==> config.mk <==
export PLATFORM = sky130hd
export DESIGN_NAME = hsv_to_rgb_converter
export DESIGN_NICKNAME = d
export VERILOG_FILES = /design/src/rtl/hsv2rgb_pkg.sv /design/src/rtl/hsv2rgb_core.sv /design/src/rtl/hsv_to_rgb_converter.sv
export SDC_FILE = /design/constraint.sdc
export NUM_CORES = 2
export LEC_CHECK = 0
export ABC_CLOCK_PERIOD_IN_PS = 14100
export BUFFER_PORTS_ARGS = -buffer_cell sky130_fd_sc_hd__buf_2
export CAP_MARGIN = 15
export CORE_MARGIN = 2
export CORE_UTILIZATION = 44
export DETAILED_ROUTE_END_ITERATION = 10
export GPL_TIMING_DRIVEN = 0
export PLACE_DENSITY = 0.71
export SLEW_MARGIN = 20
export SYNTH_ARGS = -nofsm -noshare
export SYNTH_HDL_FRONTEND = slang
export SYNTH_SLANG_ARGS = --single-unit
==> constraint.sdc <==
create_clock -name clk -period 14.1 [get_ports clk]
set_clock_uncertainty 0.1 [all_clocks]
set_input_delay 2.115 -clock clk [delete_from_list [all_inputs] [get_ports clk]]
set_output_delay 2.115 -clock clk [all_outputs]
set_load 0.005 [all_outputs]
==> src/rtl/hsv2rgb_pkg.sv <==
// hsv2rgb_pkg: types and constants shared by the hsv to rgb converter
// no dependencies; used by hsv2rgb_core and hsv_to_rgb_converter
`timescale 1ns / 1ps

package hsv2rgb_pkg;

    localparam logic [14:0] HUE_SECTOR = 15'd3840;
    localparam logic [14:0] HUE_PAIR   = 15'd7680;
    localparam logic [14:0] HUE_TURN   = 15'd23040;
    localparam logic [15:0] Q_ONE      = 16'd32768;

    typedef enum logic [2:0] {
        SECTOR_RED_YELLOW   = 3'd0,
        SECTOR_YELLOW_GREEN = 3'd1,
        SECTOR_GREEN_CYAN   = 3'd2,
        SECTOR_CYAN_BLUE    = 3'd3,
        SECTOR_BLUE_MAGENTA = 3'd4,
        SECTOR_MAGENTA_RED  = 3'd5
    } sector_t;

    typedef struct packed {
        logic [14:0] hue;
        logic [15:0] saturation;
        logic [15:0] brightness;
    } hsv_t;

    typedef struct packed {
        logic [7:0] red;
        logic [7:0] green;
        logic [7:0] blue;
    } rgb_t;

    typedef struct packed {
        sector_t    sector;
        logic [7:0] c_byte;
        logic [7:0] z_byte;
        logic [7:0] x_byte;
    } comp_t;

endpackage

==> src/rtl/hsv2rgb_core.sv <==
// hsv2rgb_core: four-stage arithmetic pipeline producing the three component bytes
// depends on hsv2rgb_pkg
`timescale 1ns / 1ps

module hsv2rgb_core
(
    input  logic                 clk,
    input  logic                 rst_n,
    input  logic                 item_valid,
    input  logic [14:0]          hue,
    input  logic [15:0]          sat,
    input  logic [15:0]          val,
    output logic                 comp_valid,
    output hsv2rgb_pkg::comp_t   comp
);

    // stage 1: sector, triangle distance, v * s
    logic                 valid1_reg;
    hsv2rgb_pkg::sector_t sector1_reg, sector1_next;
    logic [11:0]          t1_reg, t1_next;
    logic [30:0]          vs1_reg;
    logic [15:0]          v1_reg;
    logic [14:0]          pair_base;
    logic [12:0]          f_pos;
    logic [31:0]          vs_full;

    // stage 2: vs * t and the zero-component numerator
    logic                 valid2_reg;
    hsv2rgb_pkg::sector_t sector2_reg;
    logic [42:0]          p2_reg, p2_next;
    logic [30:0]          mz2_reg, mz2_next;
    logic [15:0]          v2_reg;

    // stage 3: secondary numerator, zero and chroma bytes
    logic                 valid3_reg;
    hsv2rgb_pkg::sector_t sector3_reg;
    logic [41:0]          d3_reg, d3_next;
    logic [7:0]           z3_reg, c3_reg;
    logic [27:0]          v_sec;
    logic [42:0]          v_shift;
    logic [42:0]          d_full;
    logic [38:0]          z_sum;
    logic [23:0]          c_sum;

    // stage 4: secondary byte
    logic                 valid4_reg;
    hsv2rgb_pkg::comp_t   comp4_reg;
    logic [47:0]          x_sum;

    always_comb
    begin
        priority if (hue < hsv2rgb_pkg::HUE_SECTOR)
        begin
            sector1_next = hsv2rgb_pkg::SECTOR_RED_YELLOW;
        end
        else if (hue < 15'(2 * hsv2rgb_pkg::HUE_SECTOR))
        begin
            sector1_next = hsv2rgb_pkg::SECTOR_YELLOW_GREEN;
        end
        else if (hue < 15'(3 * hsv2rgb_pkg::HUE_SECTOR))
        begin
            sector1_next = hsv2rgb_pkg::SECTOR_GREEN_CYAN;
        end
        else if (hue < 15'(4 * hsv2rgb_pkg::HUE_SECTOR))
        begin
            sector1_next = hsv2rgb_pkg::SECTOR_CYAN_BLUE;
        end
        else if (hue < 15'(5 * hsv2rgb_pkg::HUE_SECTOR))
        begin
            sector1_next = hsv2rgb_pkg::SECTOR_BLUE_MAGENTA;
        end
        else
        begin
            sector1_next = hsv2rgb_pkg::SECTOR_MAGENTA_RED;
        end

        unique case (sector1_next)
            hsv2rgb_pkg::SECTOR_RED_YELLOW,
            hsv2rgb_pkg::SECTOR_YELLOW_GREEN:
                pair_base = 15'd0;
            hsv2rgb_pkg::SECTOR_GREEN_CYAN,
            hsv2rgb_pkg::SECTOR_CYAN_BLUE:
                pair_base = hsv2rgb_pkg::HUE_PAIR;
            default:
                pair_base = 15'(2 * hsv2rgb_pkg::HUE_PAIR);
        endcase

        f_pos = 13'(hue - pair_base);
        if (f_pos >= 13'(hsv2rgb_pkg::HUE_SECTOR))
        begin
            t1_next = 12'(f_pos - 13'(hsv2rgb_pkg::HUE_SECTOR));
        end
        else
        begin
            t1_next = 12'(13'(hsv2rgb_pkg::HUE_SECTOR) - f_pos);
        end

        vs_full = val * sat;
    end

    always_comb
    begin
        p2_next  = 43'(vs1_reg) * 43'(t1_reg);
        mz2_next = {v1_reg[15:0], 15'b0} - vs1_reg;
    end

    always_comb
    begin
        v_sec   = 28'(v2_reg) * 28'(hsv2rgb_pkg::HUE_SECTOR);
        v_shift = {v_sec, 15'b0};
        d_full  = v_shift - p2_reg;
        d3_next = d_full[41:0];
        z_sum   = {mz2_reg, 8'b0} - {8'b0, mz2_reg} + 39'd536870912;
        c_sum   = {v2_reg, 8'b0} - {8'b0, v2_reg} + 24'd16384;
    end

    always_comb
    begin
        x_sum = {2'b0, d3_reg, 4'b0} + {6'b0, d3_reg} + 48'd137438953472;
    end

    always_ff @(posedge clk or negedge rst_n)
    begin
        if (!rst_n)
        begin
            valid1_reg <= 1'b0;
            valid2_reg <= 1'b0;
            valid3_reg <= 1'b0;
            valid4_reg <= 1'b0;
        end
        else
        begin
            valid1_reg <= item_valid;
            valid2_reg <= valid1_reg;
            valid3_reg <= valid2_reg;
            valid4_reg <= valid3_reg;
        end
    end

    always_ff @(posedge clk)
    begin
        sector1_reg <= sector1_next;
        t1_reg      <= t1_next;
        vs1_reg     <= vs_full[30:0];
        v1_reg      <= val;

        sector2_reg <= sector1_reg;
        p2_reg      <= p2_next;
        mz2_reg     <= mz2_next;
        v2_reg      <= v1_reg;

        sector3_reg <= sector2_reg;
        d3_reg      <= d3_next;
        z3_reg      <= z_sum[37:30];
        c3_reg      <= c_sum[22:15];

        comp4_reg.sector <= sector3_reg;
        comp4_reg.c_byte <= c3_reg;
        comp4_reg.z_byte <= z3_reg;
        comp4_reg.x_byte <= x_sum[45:38];
    end

    assign comp_valid = valid4_reg;
    assign comp       = comp4_reg;

endmodule

==> src/rtl/hsv_to_rgb_converter.sv <==
// hsv_to_rgb_converter: top level, input conditioning, core pipeline and rgb output
// depends on hsv2rgb_pkg and hsv2rgb_core
`timescale 1ns / 1ps

// Converts one hsv color to 8-bit rgb per item.
// Input channel: hsv (hue in 1/64 degree, saturation and brightness in Q1.15)
// is taken at a rising edge where start is high and busy is low. busy is
// always low, so a new item may be presented on every cycle.
// Output channel: rgb is valid for exactly one cycle while done is high;
// the item is taken at the edge that ends that cycle. The receiver cannot
// stall, and none is needed since nothing is ever held back.
// Path: an input register, four arithmetic stages and an output register
// lie between the accepting edge and done. Throughput is one item per
// clock, set by the fully pipelined datapath; the widest step is the
// 31 x 12 multiply in the second arithmetic stage.
// Items leave in the order they enter, one result for each.
// Reset (rst_n low, asynchronous) clears all valid bits, so no stray done
// follows reset; data registers are not reset.
// Hue at or past a full turn wraps once; saturation and brightness above
// one are held at one.

module hsv_to_rgb_converter
(
    input  logic                clk,
    input  logic                rst_n,
    input  logic                start,
    output logic                busy,
    input  hsv2rgb_pkg::hsv_t   hsv,
    output logic                done,
    output hsv2rgb_pkg::rgb_t   rgb
);

    logic               valid0_reg;
    logic [14:0]        h0_reg, h0_next;
    logic [15:0]        s0_reg, s0_next;
    logic [15:0]        v0_reg, v0_next;
    logic               core_valid;
    hsv2rgb_pkg::comp_t core_comp;
    logic               done_reg;
    hsv2rgb_pkg::rgb_t  rgb_reg, rgb_next;

    assign busy = 1'b0;

    always_comb
    begin
        if (hsv.hue >= hsv2rgb_pkg::HUE_TURN)
        begin
            h0_next = hsv.hue - hsv2rgb_pkg::HUE_TURN;
        end
        else
        begin
            h0_next = hsv.hue;
        end
        s0_next = (hsv.saturation > hsv2rgb_pkg::Q_ONE) ? hsv2rgb_pkg::Q_ONE : hsv.saturation;
        v0_next = (hsv.brightness > hsv2rgb_pkg::Q_ONE) ? hsv2rgb_pkg::Q_ONE : hsv.brightness;
    end

    always_ff @(posedge clk or negedge rst_n)
    begin
        if (!rst_n)
        begin
            valid0_reg <= 1'b0;
            done_reg   <= 1'b0;
        end
        else
        begin
            valid0_reg <= start & ~busy;
            done_reg   <= core_valid;
        end
    end

    always_ff @(posedge clk)
    begin
        h0_reg  <= h0_next;
        s0_reg  <= s0_next;
        v0_reg  <= v0_next;
        rgb_reg <= rgb_next;
    end

    hsv2rgb_core u_core
    (
        .clk        (clk),
        .rst_n      (rst_n),
        .item_valid (valid0_reg),
        .hue        (h0_reg),
        .sat        (s0_reg),
        .val        (v0_reg),
        .comp_valid (core_valid),
        .comp       (core_comp)
    );

    // place chroma, secondary and zero components by sector
    always_comb
    begin
        unique case (core_comp.sector)
            hsv2rgb_pkg::SECTOR_RED_YELLOW:
            begin
                rgb_next = '{red: core_comp.c_byte, green: core_comp.x_byte,
                             blue: core_comp.z_byte};
            end
            hsv2rgb_pkg::SECTOR_YELLOW_GREEN:
            begin
                rgb_next = '{red: core_comp.x_byte, green: core_comp.c_byte,
                             blue: core_comp.z_byte};
            end
            hsv2rgb_pkg::SECTOR_GREEN_CYAN:
            begin
                rgb_next = '{red: core_comp.z_byte, green: core_comp.c_byte,
                             blue: core_comp.x_byte};
            end
            hsv2rgb_pkg::SECTOR_CYAN_BLUE:
            begin
                rgb_next = '{red: core_comp.z_byte, green: core_comp.x_byte,
                             blue: core_comp.c_byte};
            end
            hsv2rgb_pkg::SECTOR_BLUE_MAGENTA:
            begin
                rgb_next = '{red: core_comp.x_byte, green: core_comp.z_byte,
                             blue: core_comp.c_byte};
            end
            default:
            begin
                rgb_next = '{red: core_comp.c_byte, green: core_comp.z_byte,
                             blue: core_comp.x_byte};
            end
        endcase
    end

    assign done = done_reg;
    assign rgb  = rgb_reg;

endmodule

== Word-level counts from Yosys, hierarchy flattened ==
Cells that the tools add are included.
Widths: inputs -> output; s select.

* Input port bits: 50
* Register bits: 319
* Output and inout port bits: 26

* $add $sub $neg: 12
* Multiplexer cells: 9
* Reductions and logical operators: 4
* Eq/ne operators: 7
* Order comparisons: 9
* Multipliers: 3

{| class="wikitable"
|+ Operator list
! operator !! number
|-
| $pmux 24 s5 || 1
|-
| $add 46x38->46 const B || 1
|-
| $add 46x42->46 || 1
|-
| $mul 31x12->42 || 1
|-
| $sub 42x42->42 || 1
|-
| $add 38x30->38 const B || 1
|-
| $sub 38x31->38 || 1
|-
| $gt 16x16->1 const B || 2
|-
| $mul 16x16->31 || 1
|-
| $sub 31x31->31 || 1
|-
| $lt 15x14->1 const B || 2
|-
| $pmux 13 s2 || 1
|-
| $add 23x15->23 const B || 1
|-
| $sub 23x16->23 || 1
|-
| $mul 16x4->19 const B || 1
|-
| $ge 15x15->1 const B || 1
|-
| $lt 15x12->1 const B || 1
|-
| $lt 15x13->1 const B || 1
|-
| $lt 15x15->1 const B || 1
|-
| $mux 15 || 1
|-
| $sub 15x15->15 const B || 1
|-
| $ge 13x12->1 const B || 1
|-
| $sub 13x13->13 || 1
|-
| $eq 3x2->1 const B || 4
|-
| other kinds (9) || 15
|}

== Depth between registers and ports, before layout ==
* Depth in word-level cells: 12
* Gate-level depth with buffers: 24

== Modules after synthesis ==
From an unflattened synthesis, not the netlist that was laid out.

* Cell total of the unflattened synthesis: 3795
* Area total of the unflattened synthesis: 34966.0 um2

{| class="wikitable"
|+ By module, submodules not included
! module !! cells each !! seq. area each (um2) !! area an instance (um2) !! instances
|-
| hsv2rgb_core || 3527 || 4944.7 || 32069.5 || 1
|-
| hsv_to_rgb_converter || 268 || 1471.4 || 2896.5 || 1
|}

== Least setup slack after synthesis ==
Ideal clock, no wire load.

* Path type: flip-flop to flip-flop
* Start point: register s0_reg[1]
* End point: register u_core.vs1_reg[27]
* Setup time: 0.072 ns
* Arrival time: 5.926 ns
* Cell stages (with the launch flop): 23
* Path buffers: 1
* Slack: 8.002 ns
* Period minus slack after synthesis: 6.098 ns
* Data required time: 13.928 ns
* Cell sequence: dfxtp_1 > clkbuf_1 > nand2_1 > fa_1 > fa_1 > inv_1 > fa_1 > fa_1 > fa_1 > inv_1 > fa_1 > inv_1 > ha_1 > a21o_1 > a21o_1 > a21o_1 > a221oi_1 > a21oi_1 > a41o_1 > o21ai_0 > nand2b_1 > a21oi_1 > xnor2_1

* Longest elaborated chain between the ends: 1

{| class="wikitable"
|+ RTL lines
! what !! RTL line !! RTL
|-
| from (decl) || hsv_to_rgb_converter.sv:35 || <nowiki>logic [15:0] s0_reg, s0_next;</nowiki>
|-
| from (signal assigned) || hsv_to_rgb_converter.sv:75 || <nowiki>s0_reg <= s0_next;</nowiki>
|-
| $mul 16x16->31 || hsv2rgb_core.sv:98 || <nowiki>vs_full = val * sat;</nowiki>
|-
| net u_core.vs_full[27] || hsv2rgb_core.sv:25 || <nowiki>logic [31:0] vs_full;</nowiki>
|-
| to (signal assigned) || hsv2rgb_core.sv:144 || <nowiki>vs1_reg <= vs_full[30:0];</nowiki>
|-
| to (decl) || hsv2rgb_core.sv:21 || <nowiki>logic [30:0] vs1_reg;</nowiki>
|}

The timed path passes the listed nets, and every way through them passes these cells.
A chain may end at the register's enable or synchronous reset.

== Final worst setup path ==
* Start point: register u_core.vs1_reg[11]
* End point: register u_core.p2_reg[40]

* Longest elaborated chain between the ends: 1

{| class="wikitable"
|+ RTL lines
! what !! RTL line !! RTL
|-
| $mul 31x12->42 || hsv2rgb_core.sv:103 || <nowiki>p2_next = 43'(vs1_reg) * 43'(t1_reg);</nowiki>
|-
| net u_core.p2_next[40] || hsv2rgb_core.sv:30 || <nowiki>logic [42:0] p2_reg, p2_next;</nowiki>
|-
| to (signal assigned) || hsv2rgb_core.sv:148 || <nowiki>p2_reg <= p2_next;</nowiki>
|-
| to (decl) || hsv2rgb_core.sv:30 ||
|}

The timed path passes the listed nets, and every way through them passes these cells.

==> Implementation_results.wiki <==
{| class="wikitable"
! Metric !! Value
|-
| Proportion of layout cells with a drive suffix above 1 || 4.26%
|-
| CTS tree || yes
|-
| Die width || 285 um
|-
| Post-CTS repair timing setup buffer count || 0
|-
| IO buf count || 72
|-
| Maximum root-to-sink buffer count || 3
|-
| Largest incremental delay on the critical path || 760 ps
|-
| Hold endpoint || u_core.comp[10]
|-
| Type of the worst min-delay path || reg -> reg
|-
| Remaining DRCs || 0
|-
| Routed len/inst || 16.9 um
|-
| Source-to-sink clock delay at the later pin of the worst-skew pair || 580 ps
|-
| Cell Count, Final, Fillers Out || 4,993
|-
| Area growth, synth to finish || 8.45%
|-
| Number of antenna repair diodes || 0
|-
| Final hold violations || 0
|-
| # hold bufs at CTS || 0
|-
| Worst slew pin tran || 1150 ps
|-
| Pin count of the biggest net entering global routing || 14
|-
| Via count || 25,700
|-
| Cell repeated most along the worst path || sky130_fd_sc_hd__fa_1
|-
| Share of the clock period used by the worst path after layout || 53.6%
|-
| Final-report max-slew violation count || 0
|-
| Number of distinct standard cells referenced by the synthesized netlist || 84
|-
| Post-synthesis instance area || 0.0348 mm2
|-
| Worst flop-to-flop path startpoint || u_core.vs1_reg[11]
|-
| Worst reg2reg path endpoint || u_core.p2_reg[40]
|-
| All-Layer GR Usage || 21.3%
|-
| Initial DRC Count || 1,568
|-
| Hold_sp || u_core.z3_reg[2]
|-
| Critical Path, Cell by Cell || clkbuf_1 > nand2_1 > fa_1 > inv_1 > fa_1 > fa_1 > fa_1 > inv_1 > fa_1 > inv_1 > ha_1 > nand3_1 > or3_1 > nor2_1 > a21oi_1 > o211ai_1 > o2111ai_1 > a21boi_1 > o21a_1 > nor2b_1 > o311ai_0
|-
| Antenna violations before repair || 4
|-
| Proportion of synthesized chip area in sequential cells || 18.4%
|-
| Start-to-end type of the worst setup path || reg -> reg
|-
| Wire length of the first global-routing pass || 138,000 um
|-
| Area of the multi-input gates || 0.0252 mm2
|-
| First-pass iteration count of the detailed router || 5
|-
| Max FO, Critical Path || 10
|-
| Die span in y || 285 um
|-
| Post-route minimum period || 7550 ps
|-
| Number of nets with antenna violations after routing || 0
|-
| Hold Path Stages || 0
|-
| Number of warnings printed during yosys synthesis || 0
|-
| Finished layout cell area || 0.0377 mm2
|-
| Overall die area || 0.0813 mm2
|-
| Max-Slew Margin vs Limit || 23.4%
|-
| Most frequent cell after synthesis || sky130_fd_sc_hd__inv_1
|-
| Number of sinks on the clock net || 319
|-
| Share of the synthesized area in the top cell type || 29.5%
|-
| Share of flip-flops with an asynchronous set or reset || 1.88%
|-
| Most common library cells after synthesis || sky130_fd_sc_hd__inv_1 (701), sky130_fd_sc_hd__fa_1 (512), sky130_fd_sc_hd__nand2_1 (509)
|-
| Count of nets after finishing || 4,869
|-
| Final core utilization || 48.0%
|-
| RePlAce Congestion || 0.937
|-
| Clock edge transition at the registers on the reported setup and hold paths || 60 ps
|-
| Endpoint kind of the worst setup timing path || flop
|-
| PostCTS Resize Cnt || 0
|-
| Highest Clock Rate || 132 MHz
|-
| Cell Area, Placed || 0.0365 mm2
|-
| Number of enable flip-flop cells after synthesis || 0
|-
| Dpl cells || 4,924
|-
| I/O pins || 76
|-
| Internal reg-to-reg setup slack || 6550 ps
|-
| Worst Path Required || 14,370 ps
|-
| Footprint of the flip-flops and latches || 0.00642 mm2
|-
| Library cell used as clock root buffer || sky130_fd_sc_hd__clkbuf_16
|-
| Max-cap check violation count || 0
|-
| Unrepaired setup endpoints after global routing || false
|-
| Filler cell count || 7,390
|-
| CORE AREA || 0.0786 mm2
|-
| Vias in the first global route || 26,600
|-
| GR Overflow Total || 0
|-
| Result of the run || finished clean
|-
| Num CTS Buffers || 38
|-
| Data arrival time at the worst-slack endpoint || 7820 ps
|-
| Post-synthesis area per instance || 9.15 um2
|-
| Count of cells along the worst register-to-register path || 21
|-
| Starting density of the core || 44.2%
|-
| Rows || 103
|-
| Number of setup violations in the final report || 0
|-
| Top post-synthesis cells by area || sky130_fd_sc_hd__fa_1 (29%), sky130_fd_sc_hd__dfxtp_1 (18%), sky130_fd_sc_hd__ha_1 (14%), sky130_fd_sc_hd__inv_1 (7.6%), sky130_fd_sc_hd__nand2_1 (5.5%)
|-
| Predominant post-synthesis flop cell || sky130_fd_sc_hd__dfxtp_1
|-
| Drt total wl || 84,300 um
|-
| Worst Setup Start Kind || flop
|-
| Placed wire-length estimate after detailed placement || 69,500 um
|-
| Level count of the clock H-tree || 2
|-
| Cell count after synthesis || 3,802
|-
| Critical-path cell with the highest stage delay || sky130_fd_sc_hd__o311ai_0
|-
| Total negative slack || 0 ps
|-
| Synthesized net count || 4,757
|-
| Post-DR vias/cell || 5.14
|-
| FF+latch count, synth || 319
|-
| Post-synth top area cell || sky130_fd_sc_hd__fa_1
|}
## stage by stage
stage                     setup slack [ps]  hold slack [ps]
after floorplan                       8000              210
after CTS                             6730              223
after global routing                  6410              229
final                                 6550              221
after global placement                6760              211
after detailed placement              6730              212
## final cells by class
cell class / instances / share of cell area (%)
flip-flops and latches: 319 / 17.0
well taps: 1050 / 3.48
multi-input cells: 2655 / 66.9
clock buffers: 51 / 2.87
repair buffers: 72 / 0.955
inverters: 701 / 6.98
plain buffers: 127 / 1.30
clock inverters: 18 / 0.484
## placed cells by master (no fill, tap or decap), types with 26 or more instances in the layout
cell and instances:
sky130_fd_sc_hd__dfxtp_1 313, sky130_fd_sc_hd__and2_1 235, sky130_fd_sc_hd__clkbuf_16 39, sky130_fd_sc_hd__nand3_1 29, sky130_fd_sc_hd__ha_1 393, sky130_fd_sc_hd__o21a_1 29, sky130_fd_sc_hd__xor2_1 53, sky130_fd_sc_hd__xnor2_1 132
sky130_fd_sc_hd__fa_1 512, sky130_fd_sc_hd__nand2_1 509, sky130_fd_sc_hd__nor3_1 27, sky130_fd_sc_hd__a21oi_1 130, sky130_fd_sc_hd__clkbuf_1 126, sky130_fd_sc_hd__nor2_1 114, sky130_fd_sc_hd__buf_2 72, sky130_fd_sc_hd__inv_1 701
sky130_fd_sc_hd__nor2b_1 65, sky130_fd_sc_hd__a21o_1 64, sky130_fd_sc_hd__o21ai_0 85, sky130_fd_sc_hd__nand2b_1 26
## routing by layer
layer  up-vias  part of all wire [%]  wire [um]  global-route usage [%]
li1      12100                     -          -                       -
met1     12500                    42      35000                    27.4
met2       892                    47      39600                    35.6
met3       182                   7.5       6340                    3.89
met4         0                   3.9       3270                    8.10
met5         -                     0          0                       0
## worst max-delay path: cells and delay by family, from the launching register on
kind                       cells  cell delay (ps)
AOI/OAI and AO/OA              6             2020
adders and majority gates      6             3030
buffers and inverters          4              720
DFF                            1              530
and+or+nand+nor                5              920
## logic make-up after synthesis
kind of cell / synth area share (%)
other: 0.0108
adder cells (fa/ha/maj): 43.6
AND/OR/NAND/NOR: 15.1
AO/OA/AOI/OAI: 8.81
multiplexers: 0.349
XOR/XNOR: 4.66
flip-flops: 18.4
buffers and inverters: 8.97
## worst max-delay path by stage
stage | start | end | slack [ps] | cells after the start
3_5_place_dp | u_core.vs1_reg[11] | u_core.p2_reg[40] | 6730 | 21
5_1_grt | u_core.t1_reg[8] | u_core.p2_reg[40] | 6410 | 21
3_3_place_gp | v0_reg[15] | u_core.vs1_reg[27] | 6760 | 22
6_report | u_core.vs1_reg[11] | u_core.p2_reg[40] | 6550 | 21
2_1_floorplan | s0_reg[1] | u_core.vs1_reg[27] | 8000 | 22
4_1_cts | u_core.vs1_reg[11] | u_core.p2_reg[40] | 6730 | 21
Power is not shown: default switching activity piles up to over one toggle a cycle in this logic, so the estimate is an artifact.
